$ cat config.mk
export PLATFORM = sky130hd
export DESIGN_NAME = btha_ctrl
export DESIGN_NICKNAME = d
export VERILOG_FILES = /design/src/rtl/btha_pkg.sv /design/src/rtl/btha_ctrl.sv
export SDC_FILE = /design/constraint.sdc
export NUM_CORES = 1
export LEC_CHECK = 0
export BUFFER_PORTS_ARGS = -buffer_cell sky130_fd_sc_hd__buf_2
export CORE_MARGIN = 2
export CORE_UTILIZATION = 30
export CTS_CLUSTER_DIAMETER = 100
export DETAILED_ROUTE_END_ITERATION = 10
export GPL_ROUTABILITY_DRIVEN = 0
export HOLD_SLACK_MARGIN = 0.12
export MAX_ROUTING_LAYER = met4
export SLEW_MARGIN = 30
export SYNTH_ARGS = -nofsm -noshare
export SYNTH_HDL_FRONTEND = slang
export SYNTH_SLANG_ARGS = --single-unit
$ cat constraint.sdc
create_clock -name i_clk -period 4.9 [get_ports i_clk]
set_input_delay 0.245 -clock i_clk [delete_from_list [all_inputs] [get_ports i_clk]]
set_output_delay 0.245 -clock i_clk [all_outputs]
set_load 0.02 [all_outputs]
$ cat src/rtl/btha_pkg.sv
// ----------------------------------------------------------------------------
// btha_pkg
// Types, codes and constants shared by the boundary-tag heap allocator
// ----------------------------------------------------------------------------
`default_nettype none

package btha_pkg;

    localparam int HEAP_DEPTH_DEF = 4096;
    localparam int CAP_RESET      = 4096;
    localparam int CAP_MIN        = 68;
    localparam int THR_RESET      = 64;
    localparam int SZ_MIN         = 5;
    localparam int ELEM_SHIFT     = 3;

    localparam int ELEM_W = 33;
    localparam int IDX_W  = 14;
    localparam int CAP_W  = 13;
    localparam int THR_W  = 12;

    localparam logic [ELEM_W-1:0] TAG_HEAD = 33'h0CAFEFADE;
    localparam logic [ELEM_W-1:0] TAG_TAIL = 33'h0BEBEFADA;

    localparam logic REG_CAP = 1'b0;
    localparam logic REG_THR = 1'b1;

    typedef enum logic [1:0] {
        MODE_ALLOC = 2'd0,
        MODE_FREE  = 2'd1,
        MODE_CHECK = 2'd2,
        MODE_NONE  = 2'd3
    } t_mode;

    typedef enum logic [2:0] {
        ST_OK        = 3'd0,
        ST_NO_FIT    = 3'd1,
        ST_TOO_LARGE = 3'd2,
        ST_INVALID   = 3'd3,
        ST_ALREADY   = 3'd4,
        ST_BAD_SIZE  = 3'd5,
        ST_BAD_TAGS  = 3'd6
    } t_status;

    typedef enum logic [4:0] {
        OP_NONE    = 5'd0,
        OP_ACCEPT  = 5'd1,
        OP_RD_IDX  = 5'd2,
        OP_LD_HEAD = 5'd3,
        OP_ADV     = 5'd4,
        OP_RD_NX   = 5'd5,
        OP_MERGE   = 5'd6,
        OP_SB      = 5'd7,
        OP_SPLIT1  = 5'd8,
        OP_SPLIT2  = 5'd9,
        OP_COMMIT  = 5'd10,
        OP_FREE_WR = 5'd11,
        OP_COUNT   = 5'd12,
        OP_RD_T    = 5'd13,
        OP_RD_S    = 5'd14,
        OP_RB      = 5'd15,
        OP_CLR     = 5'd16
    } t_op;

    typedef struct packed {
        logic [1:0]  mode;
        logic [14:0] request_bytes;
        logic [11:0] block_offset;
    } t_in_item;

    typedef struct packed {
        t_status     status;
        logic [11:0] alloc_offset;
        logic [10:0] free_count;
        logic [15:0] free_bytes;
        logic [10:0] used_count;
        logic [15:0] used_bytes;
        logic [12:0] high_water;
        logic [31:0] alloc_total;
        logic [47:0] alloc_elems_total;
    } t_out_item;

    typedef struct packed {
        t_op        op;
        logic [1:0] step;
        logic       finish;
        t_status    status;
    } t_dp_cmd;

    typedef struct packed {
        logic rd_lt5;
        logic rd_past;
        logic rd_neg;
        logic rd_ge_lim;
        logic rd_gt2;
        logic nx_add_past;
        logic rd_head;
        logic rd_tail;
        logic rd_trail;
        logic idx_lt_lim;
        logic nx_lt_lim;
        logic sz_lt_want;
        logic want_ge_lim;
        logic gt_thr;
        logic off_bad;
        logic raw_neg;
        logic out_busy;
        logic cap_wr;
        logic clr_last;
    } t_dp_flags;

endpackage

`default_nettype wire

$ cat src/rtl/btha_ctrl.sv
// ----------------------------------------------------------------------------
// btha_ctrl
// Sequencer for allocate, free and check walks, store clearing and rebuild
// ----------------------------------------------------------------------------
`default_nettype none

module btha_ctrl (
    input  wire logic                i_clk,
    input  wire logic                i_rst_n,
    input  wire logic                i_in_valid,
    input  wire logic [1:0]          i_in_mode,
    output logic                     o_in_stall,
    input  wire btha_pkg::t_dp_flags i_flags,
    output btha_pkg::t_dp_cmd        o_cmd
);
    import btha_pkg::*;

    typedef enum logic [21:0] {
        S_CLEAR    = 22'h000001,
        S_IDLE     = 22'h000002,
        S_NOP      = 22'h000004,
        S_A_LOOP   = 22'h000008,
        S_A_HEAD   = 22'h000010,
        S_A_ADV    = 22'h000020,
        S_A_MCHK   = 22'h000040,
        S_A_MRD    = 22'h000080,
        S_A_FIT    = 22'h000100,
        S_SETBLK   = 22'h000200,
        S_A_SPLIT2 = 22'h000400,
        S_A_COMMIT = 22'h000800,
        S_F_START  = 22'h001000,
        S_F_HEAD   = 22'h002000,
        S_F_HCHK   = 22'h004000,
        S_F_TCHK   = 22'h008000,
        S_F_SCHK   = 22'h010000,
        S_C_LOOP   = 22'h020000,
        S_C_HEAD   = 22'h040000,
        S_C_HCHK   = 22'h080000,
        S_C_TCHK   = 22'h100000,
        S_C_SCHK   = 22'h200000
    } t_state;

    t_state     r_state, n_state, r_ret, n_ret;
    logic [1:0] r_step, n_step, r_rb_step, n_rb_step;
    logic       r_rb_act, n_rb_act;

    assign o_in_stall = !(r_state == S_IDLE && !r_rb_act && !i_flags.out_busy);

    always_comb begin
        n_state   = r_state;
        n_ret     = r_ret;
        n_step    = r_step;
        n_rb_act  = r_rb_act;
        n_rb_step = r_rb_step;
        o_cmd     = '{op: OP_NONE, step: 2'd0, finish: 1'b0, status: ST_OK};

        case (r_state)
            S_CLEAR: begin
                o_cmd.op = OP_CLR;
                if (i_flags.clr_last) begin
                    n_state = S_IDLE;
                end
            end
            S_IDLE: begin
                if (r_rb_act) begin
                    o_cmd.op   = OP_RB;
                    o_cmd.step = r_rb_step;
                    n_rb_step  = r_rb_step + 2'd1;
                    n_rb_act   = r_rb_step != 2'd3;
                end else if (i_in_valid && !i_flags.out_busy) begin
                    o_cmd.op = OP_ACCEPT;
                    case (i_in_mode)
                        MODE_ALLOC: n_state = S_A_LOOP;
                        MODE_FREE:  n_state = S_F_START;
                        MODE_CHECK: n_state = S_C_LOOP;
                        default:    n_state = S_NOP;
                    endcase
                end
            end
            S_NOP: begin
                o_cmd.finish = 1'b1;
                n_state      = S_IDLE;
            end
            S_A_LOOP: begin
                if (i_flags.want_ge_lim) begin
                    o_cmd.finish = 1'b1;
                    o_cmd.status = ST_TOO_LARGE;
                    n_state      = S_IDLE;
                end else if (i_flags.idx_lt_lim) begin
                    o_cmd.op = OP_RD_IDX;
                    n_state  = S_A_HEAD;
                end else begin
                    o_cmd.finish = 1'b1;
                    o_cmd.status = ST_NO_FIT;
                    n_state      = S_IDLE;
                end
            end
            S_A_HEAD: begin
                o_cmd.op = OP_LD_HEAD;
                if (i_flags.rd_lt5 || i_flags.rd_past) begin
                    o_cmd.finish = 1'b1;
                    o_cmd.status = ST_NO_FIT;
                    n_state      = S_IDLE;
                end else if (i_flags.rd_neg) begin
                    n_state = S_A_ADV;
                end else begin
                    n_state = S_A_MCHK;
                end
            end
            S_A_ADV: begin
                o_cmd.op = OP_ADV;
                n_state  = S_A_LOOP;
            end
            S_A_MCHK: begin
                if (i_flags.nx_lt_lim && i_flags.sz_lt_want) begin
                    o_cmd.op = OP_RD_NX;
                    n_state  = S_A_MRD;
                end else begin
                    n_state = S_A_FIT;
                end
            end
            S_A_MRD: begin
                if (i_flags.rd_gt2 && !i_flags.nx_add_past) begin
                    o_cmd.op = OP_MERGE;
                    n_ret    = S_A_MCHK;
                    n_state  = S_SETBLK;
                end else begin
                    n_state = S_A_FIT;
                end
            end
            S_A_FIT: begin
                if (!i_flags.sz_lt_want) begin
                    if (i_flags.gt_thr) begin
                        o_cmd.op = OP_SPLIT1;
                        n_ret    = S_A_SPLIT2;
                        n_state  = S_SETBLK;
                    end else begin
                        n_state = S_A_COMMIT;
                    end
                end else begin
                    o_cmd.op = OP_ADV;
                    n_state  = S_A_LOOP;
                end
            end
            S_SETBLK: begin
                o_cmd.op   = OP_SB;
                o_cmd.step = r_step;
                n_step     = r_step + 2'd1;
                if (r_step == 2'd3) begin
                    n_state = r_ret;
                end
            end
            S_A_SPLIT2: begin
                o_cmd.op = OP_SPLIT2;
                n_ret    = S_A_COMMIT;
                n_state  = S_SETBLK;
            end
            S_A_COMMIT: begin
                o_cmd.op     = OP_COMMIT;
                o_cmd.finish = 1'b1;
                n_state      = S_IDLE;
            end
            S_F_START: begin
                if (i_flags.off_bad) begin
                    o_cmd.finish = 1'b1;
                    o_cmd.status = ST_INVALID;
                    n_state      = S_IDLE;
                end else begin
                    o_cmd.op = OP_RD_IDX;
                    n_state  = S_F_HEAD;
                end
            end
            S_F_HEAD: begin
                o_cmd.op = OP_LD_HEAD;
                if (i_flags.rd_lt5 || i_flags.rd_ge_lim || i_flags.rd_past) begin
                    o_cmd.finish = 1'b1;
                    o_cmd.status = ST_INVALID;
                    n_state      = S_IDLE;
                end else begin
                    n_state = S_F_HCHK;
                end
            end
            S_F_HCHK: begin
                if (!i_flags.rd_head) begin
                    o_cmd.finish = 1'b1;
                    o_cmd.status = ST_INVALID;
                    n_state      = S_IDLE;
                end else begin
                    o_cmd.op = OP_RD_T;
                    n_state  = S_F_TCHK;
                end
            end
            S_F_TCHK: begin
                if (!i_flags.rd_tail) begin
                    o_cmd.finish = 1'b1;
                    o_cmd.status = ST_INVALID;
                    n_state      = S_IDLE;
                end else begin
                    o_cmd.op = OP_RD_S;
                    n_state  = S_F_SCHK;
                end
            end
            S_F_SCHK: begin
                o_cmd.finish = 1'b1;
                n_state      = S_IDLE;
                if (!i_flags.rd_trail) begin
                    o_cmd.status = ST_INVALID;
                end else if (!i_flags.raw_neg) begin
                    o_cmd.status = ST_ALREADY;
                end else begin
                    o_cmd.op = OP_FREE_WR;
                end
            end
            S_C_LOOP: begin
                if (i_flags.idx_lt_lim) begin
                    o_cmd.op = OP_RD_IDX;
                    n_state  = S_C_HEAD;
                end else begin
                    o_cmd.finish = 1'b1;
                    n_state      = S_IDLE;
                end
            end
            S_C_HEAD: begin
                o_cmd.op = OP_LD_HEAD;
                if (i_flags.rd_lt5) begin
                    o_cmd.finish = 1'b1;
                    o_cmd.status = ST_BAD_SIZE;
                    n_state      = S_IDLE;
                end else if (i_flags.rd_past) begin
                    o_cmd.finish = 1'b1;
                    o_cmd.status = ST_BAD_TAGS;
                    n_state      = S_IDLE;
                end else begin
                    n_state = S_C_HCHK;
                end
            end
            S_C_HCHK: begin
                if (!i_flags.rd_head) begin
                    o_cmd.finish = 1'b1;
                    o_cmd.status = ST_BAD_TAGS;
                    n_state      = S_IDLE;
                end else begin
                    o_cmd.op = OP_RD_T;
                    n_state  = S_C_TCHK;
                end
            end
            S_C_TCHK: begin
                if (!i_flags.rd_tail) begin
                    o_cmd.finish = 1'b1;
                    o_cmd.status = ST_BAD_TAGS;
                    n_state      = S_IDLE;
                end else begin
                    o_cmd.op = OP_RD_S;
                    n_state  = S_C_SCHK;
                end
            end
            S_C_SCHK: begin
                if (!i_flags.rd_trail) begin
                    o_cmd.finish = 1'b1;
                    o_cmd.status = ST_BAD_TAGS;
                    n_state      = S_IDLE;
                end else begin
                    o_cmd.op = OP_COUNT;
                    n_state  = S_C_LOOP;
                end
            end
            default: begin
                n_state = S_IDLE;
            end
        endcase

        // a capacity write restarts the rebuild with the new value
        if (i_flags.cap_wr) begin
            n_rb_act  = 1'b1;
            n_rb_step = 2'd0;
        end
    end

    always_ff @(posedge i_clk) begin
        if (!i_rst_n) begin
            r_state   <= S_CLEAR;
            r_ret     <= S_IDLE;
            r_step    <= 2'd0;
            r_rb_act  <= 1'b0;
            r_rb_step <= 2'd0;
        end else begin
            r_state   <= n_state;
            r_ret     <= n_ret;
            r_step    <= n_step;
            r_rb_act  <= n_rb_act;
            r_rb_step <= n_rb_step;
        end
    end

endmodule

`default_nettype wire

==> run metrics, run 1 <==
syn avg cell area=7.96 um^2; ys flop type=dfxtp_1; Exit stage=5_2_route; # clock sinks=31; Post-synth top cells=dfxtp_1 (31), nor2_1 (27), nand2_1 (26), inv_1 (13), o21ai_0 (12); Post-synth EDFFs=0; Die W=88.9 um; total track usage=18.6%; number of synthesized register bits=31; row count=30; # IOs=36; Yosys top cell by area=dfxtp_1; first-pass GRT wire length=10900 um; CTS root buffer=clkbuf_8; ys async rst share=0%; initial antenna violation count=0; Net Count, Synth=298; DP HPWL=5330 um; Post-CTS Setup Bufs=0; top cell type's share of synthesized area=28.7%; post-CTS sizing=0; Port-buffer cells=35; # hold bufs at CTS=0; most area-consuming cells after synthesis=dfxtp_1 (29%), nor2_1 (4.7%), nand2_1 (4.5%); vias in the first global route=2228; Syn Inst Count=272; Synth Cell Area=0.00216 mm^2; Error=[ERROR DRT-0255] Maze Route cannot find path of net i_clk in worker of routeBox ( 48300 0 ) ( 88940 48300 ).; count leader, synth=dfxtp_1; status=did not finish; Die H=88.9 um; Max Root-Sink Buffers=2; Warnings, synthesis=0; H-tree depth=2; starting density of the core=31.3%; Overflow after GRT=0; Yosys cell types=52; largest net degree at the start of global routing=13; Inserted Clock Buffers=5; sequential element share of the synthesized area=28.7%
-- stage by stage --
stage               std cells  setup WS (ns)  hold slack (ns)  util (%)  area [um^2]
floorplan                 272           2.41            0.323         -         2160
global route              404           1.25            0.169      36.3         2500
global placement          396           1.96            0.438      35.0         2420
CTS                       404           1.56            0.164      36.3         2500
detailed placement        396           1.88            0.450      35.0         2420
-- cell families after synthesis --
kind of cell             after synthesis  synth area share [%]
AND/OR/NAND/NOR                      164                  47.7
AO/OA/AOI/OAI                         51                  16.7
flip-flops                            31                  28.7
buffers and inverters                 20                  4.16
XOR/XNOR                               4                  1.62
adder cells (fa/ha/maj)                2                  1.16
-- layer usage --
layer / track usage [%]
met2: 29.2
met3: 3.69
met1: 23.6
met5: -
met4: 7.60
==> run 2, diff against run 1 <==
--- a/config.mk
+++ b/config.mk
@@ -7,12 +7,10 @@
 export LEC_CHECK = 0
 export BUFFER_PORTS_ARGS = -buffer_cell sky130_fd_sc_hd__buf_2
 export CORE_MARGIN = 2
-export CORE_UTILIZATION = 30
-export CTS_CLUSTER_DIAMETER = 100
+export CORE_UTILIZATION = 20
 export DETAILED_ROUTE_END_ITERATION = 10
 export GPL_ROUTABILITY_DRIVEN = 0
-export HOLD_SLACK_MARGIN = 0.12
-export MAX_ROUTING_LAYER = met4
+export PLACE_DENSITY_LB_ADDON = 0.15
 export SLEW_MARGIN = 30
 export SYNTH_ARGS = -nofsm -noshare
 export SYNTH_HDL_FRONTEND = slang
==> run metrics, run 2 <==
TNS Setup=0 ns; sequential element share of the synthesized area=28.7%; vias in the first global route=2190; Largest stage delay, worst path=0.66 ns; drt pass-1 iters=4; Largest regs=r_state x22, r_ret x4; Worst setup EP type=primary output; most area-consuming cells after synthesis=dfxtp_1 (29%), nor2_1 (4.7%), nand2_1 (4.5%); cell at the slowest stage of the critical path=nor3_2; status=finished clean; Post-synth EDFFs=0; Util after Layout=24.5%; commonest non-fill, non-tap cells in the layout=buf_2 (35), dfxtp_1 (31), nor2_1 (27); Critical Path AT=3.19 ns; initial antenna violation count=0; Leak=0.00103 uW; final WL=7690 um; post-CTS sizing=0; fin crit period=3.44 ns; Max Slew Vio Count=0; largest net degree at the start of global routing=13; fmax=291 MHz; max FFs per register=22; P&R area growth vs syn=17.8%; clk_skew=0.0129 ns; CP dominant cell by count=nand2_1; Warnings, synthesis=0; # IOs=36; Skew-Pair Late Insertion Delay=0.29 ns; Die W=108 um; total track usage=13.9%; hold_ws=0.152 ns; share of layout cells above drive strength 1=19.5%; CTS root buffer=clkbuf_8; CP Class=flip-flop to primary output; # hold bufs at CTS=0; clk slew on worst S/H paths=0.08 ns; Buf+Inv Stages, Crit Path=1; per-cell routed wire length=17.3 um; Crit Reg-Reg Startpoint=r_state[12]; maxcap violations=0; hold path depth=2; Syn Inst Count=272; top cell type's share of synthesized area=28.7%; Max Root-Sink Buffers=2; Core ar.=0.0104 mm^2; crit path launch=r_state[12]; CP Max Fanout=12; Final Hold Vio Count=0; Post-CTS Setup Bufs=0; FF-to-FF setup slack=2.03 ns; Most flops, register=r_state; Req. time, crit path=4.66 ns; H-tree depth=2; PwrDens=215 mW/mm^2; DRC viols=0; Crit path max-delay family=simple AND/OR/NAND/NOR gates; VDD IR max=0.0000925 V; count leader, synth=dfxtp_1; Yosys top cell by area=dfxtp_1; Inserted Clock Buffers=5; row count=37; Net Count, Synth=298; # clock sinks=31; R2R Path End=r_state[5]; DIE AREA=0.0117 mm^2; Worst setup SP type=flip-flop; Yosys cell types=52; first-pass GRT wire length=12300 um; commonest non-fill, non-tap cell in the layout=buf_2; crit-path cells=nor4_4 > nand2_1 > nor3_2 > nand2_1 > and4_1 > nand4_1 > buf_2; Synth Cell Area=0.00216 mm^2; beginning of the worst hold path=i_flags[0]; via-per-instance ratio=5.09; Post-synth top cells=dfxtp_1 (31), nor2_1 (27), nand2_1 (26), inv_1 (13), o21ai_0 (12); Overflow after GRT=0; worst slew pin tran=0.846 ns; Iter 0 DRT Violations=132; Reg2Reg Depth=6; fin nets=333; CTS tree=built; setup repair after global routing missed its margin=false; DP HPWL=6220 um; number of synthesized register bits=31; Hold Crit Endpoint=r_state[0]; hold crit path type=primary input to flip-flop; vias=2260; diode count=0; Slew HR=43.1%; syn avg cell area=7.96 um^2; ANT nets after route=0; starting density of the core=20.8%; Port-buffer cells=35; ys async rst share=0%; Setup-failing EPs final=0; Final Cycle Share=70.2%; Die H=108 um; ys flop type=dfxtp_1
==> run 2: per-layer routing <==
metal / up-vias / global-route usage [%] / routed length, um
li1: 1112 / - / -
met1: 1076 / 19.4 / 3640
met2: 68 / 22.5 / 3570
met4: 0 / 1.92 / 40
met5: - / 0 / 0
met3: 4 / 2.95 / 449
==> run 2: per-stage QoR <==
stage | total power (uW) | cell area, um^2 | worst slack, ns | cells
after floorplan | 313 | 2160 | 2.41 | 272
after global placement | 350 | 2470 | 1.68 | 436
after detailed placement | 349 | 2470 | 1.74 | 436
after CTS | 552 | 2550 | 1.42 | 444
after global routing | 575 | 2550 | 1.06 | 444
final | 549 | 2550 | 1.46 | 444
==> run 2: logic make-up after synthesis <==
logic type               Yosys count  synth area share (%)
adder cells (fa/ha/maj)            2                  1.16
flip-flops                        31                  28.7
buffers and inverters             20                  4.16
AO/OA/AOI/OAI                     51                  16.7
AND/OR/NAND/NOR                  164                  47.7
XOR/XNOR                           4                  1.62
==> run 2: cell type report <==
class | count | area (um^2)
inverter | 13 | 48.8
multi-input combinational | 221 | 1450
clock buffer | 7 | 76.3
clock inverter | 1 | 5.00
timing repair buffer | 35 | 175
fill | 1189 | 7870
tap | 136 | 170
sequential | 31 | 621
==> run 2: how the worst max path moves through the flow <==
stage          slack, ns       end  cells past startpoint
2_1_floorplan       2.41  o_cmd[6]                      8
3_3_place_gp        1.68  o_cmd[6]                      7
3_5_place_dp        1.74  o_cmd[6]                      7
4_1_cts             1.42  o_cmd[6]                      7
5_1_grt             1.06  o_cmd[6]                      7
6_report            1.46  o_cmd[6]                      7
==> run 2: power breakdown <==
part           internal (uW)  leakage, uW  total, uW  switching (uW)
clock network           99.8    0.0000422        205             105
registers                255     0.000251        259            4.28
logic                   26.8     0.000739       84.3            57.5
total                    381      0.00103        549             167
No activity file was read; power rests on OpenSTA's default activity.
==> run 3, diff against run 2 <==
==> constraint.sdc (replaced) <==
create_clock -name i_clk -period 3.4 [get_ports i_clk]
set_input_delay 0.17 -clock i_clk [delete_from_list [all_inputs] [get_ports i_clk]]
set_output_delay 0.17 -clock i_clk [all_outputs]
set_load 0.02 [all_outputs]
==> run metrics, run 3 (synthesized netlist as in run 2, its figures left out) <==
Setup-failing EPs final=0; fmax=336 MHz; DIE AREA=0.0117 mm^2; Core ar.=0.0104 mm^2; clk slew on worst S/H paths=0.08 ns; Overflow after GRT=0; Inserted Clock Buffers=5; TNS Setup=0 ns; fin nets=340; Worst setup SP type=flip-flop; largest net degree at the start of global routing=13; Post-CTS Setup Bufs=0; Crit Reg-Reg Startpoint=r_state[6]; Comb pwr share=16.0%; per-cell routed wire length=17.5 um; vias=2274; clk_skew=0.0136 ns; hold crit path type=primary input to flip-flop; Reg power frac=46.5%; Worst setup EP type=primary output; Final Hold Vio Count=0; CTS root buffer=clkbuf_8; initial antenna violation count=0; Die W=108 um; drt pass-1 iters=4; CTS tree=built; Final Cycle Share=87.4%; fin crit period=2.97 ns; CP dominant cell by count=nand2_1; crit-path cells=nor4_2 > nand2_1 > or4_1 > nand2_1 > a221oi_1 > nand4b_1 > buf_2; Req. time, crit path=3.23 ns; DP HPWL=6260 um; crit path launch=r_state[6]; P_int=553 uW; # clock sinks=31; FF-to-FF setup slack=0.69 ns; commonest non-fill, non-tap cells in the layout=buf_2 (35), dfxtp_1 (31), nor2_1 (27); Most flops, register=r_state; H-tree depth=2; Max Root-Sink Buffers=2; final WL=7890 um; row count=37; Reg2Reg Depth=5; DRC viols=0; PwrDens=308 mW/mm^2; status=finished clean; VDD IR max=0.000135 V; via-per-instance ratio=5.04; Leak=0.00106 uW; max FFs per register=22; CP Class=flip-flop to primary output; worst slew pin tran=0.613 ns; CP Max Fanout=12; vias in the first global route=2136; cell at the slowest stage of the critical path=or4_1; P&R area growth vs syn=20.4%; Net Switching=250 uW; maxcap violations=0; commonest non-fill, non-tap cell in the layout=buf_2; total track usage=13.8%; Die H=108 um; # hold bufs at CTS=0; Switching Share=31.1%; Critical Path AT=2.80 ns; Largest stage delay, worst path=0.66 ns; Iter 0 DRT Violations=125; total power=803 uW; setup repair after global routing missed its margin=false; beginning of the worst hold path=i_flags[0]; Skew-Pair Late Insertion Delay=0.28 ns; # IOs=36; diode count=0; Slew HR=58.8%; Port-buffer cells=35; hold path depth=2; ANT nets after route=0; R2R Path End=r_state[4]; Clk pwr share=37.5%; Hold Crit Endpoint=r_state[0]; Largest regs=r_state x22, r_ret x4; starting density of the core=20.8%; post-CTS sizing=0; first-pass GRT wire length=12200 um; Max Slew Vio Count=0; share of layout cells above drive strength 1=21.6%
==> run 3: cell count changes in the layout (fill, tap and decap cells not counted) <==
cell / before / now
buf_4: 0 / 7
clkbuf_1: 2 / 1
clkinvlp_4: 0 / 1
==> run 3: final cells by class <==
class,instances,area (um^2)
inverters,13,48.8
flip-flops and latches,31,621
clock buffers,6,72.6
multi-input cells,221,1450
fillers,1176,7810
clock inverters,2,12.5
well taps,136,170
repair buffers,42,228
==> run 3: layer usage <==
layer  part of all wire, %  track usage, %  wire [um]  vias up
met5                     0               0          0        -
met4                  0.44            1.92         35        0
met3                   6.8            2.35        536        2
met2                    45            22.2       3560       70
met1                    48            19.8       3760     1077
li1                      -               -          -     1125
==> run 3: metrics by stage <==
stage	hold slack (ns)	instance area (um^2)	util (%)	worst slack, ns	std cells
after floorplan	0.248	2160	-	0.987	272
after global placement	0.378	2520	24.2	0.661	443
after detailed placement	0.381	2520	24.2	0.709	443
after CTS	0.0763	2610	25.0	0.414	451
after global routing	0.0880	2610	25.0	0.273	451
final	0.0796	2610	25.0	0.428	451
==> run 3: critical path: cells and delay by family (launching register included) <==
kind | cells | cell delay (ns)
flip-flops | 1 | 0.41
AO/OA/AOI/OAI | 1 | 0.07
buffers and inverters | 1 | 0.19
AND/OR/NAND/NOR | 5 | 1.84
==> run 3: how the worst max path moves through the flow <==
stage	endpoint	slack, ns
final	o_cmd[3]	0.43
after global routing	o_cmd[3]	0.27
after CTS	o_cmd[3]	0.41
after detailed placement	r_state[5]	0.71
after global placement	r_state[19]	0.66
after floorplan	o_cmd[6]	0.99
==> run 3: power groups by stage <==
stage | sequential (uW) | clock (uW) | combinational [uW]
global route | 374 | 323 | 141
global placement | 382 | 0 | 130
finish | 373 | 301 | 128
detailed placement | 382 | 0 | 127
floorplan | 380 | 0 | 71.5
CTS | 373 | 307 | 128
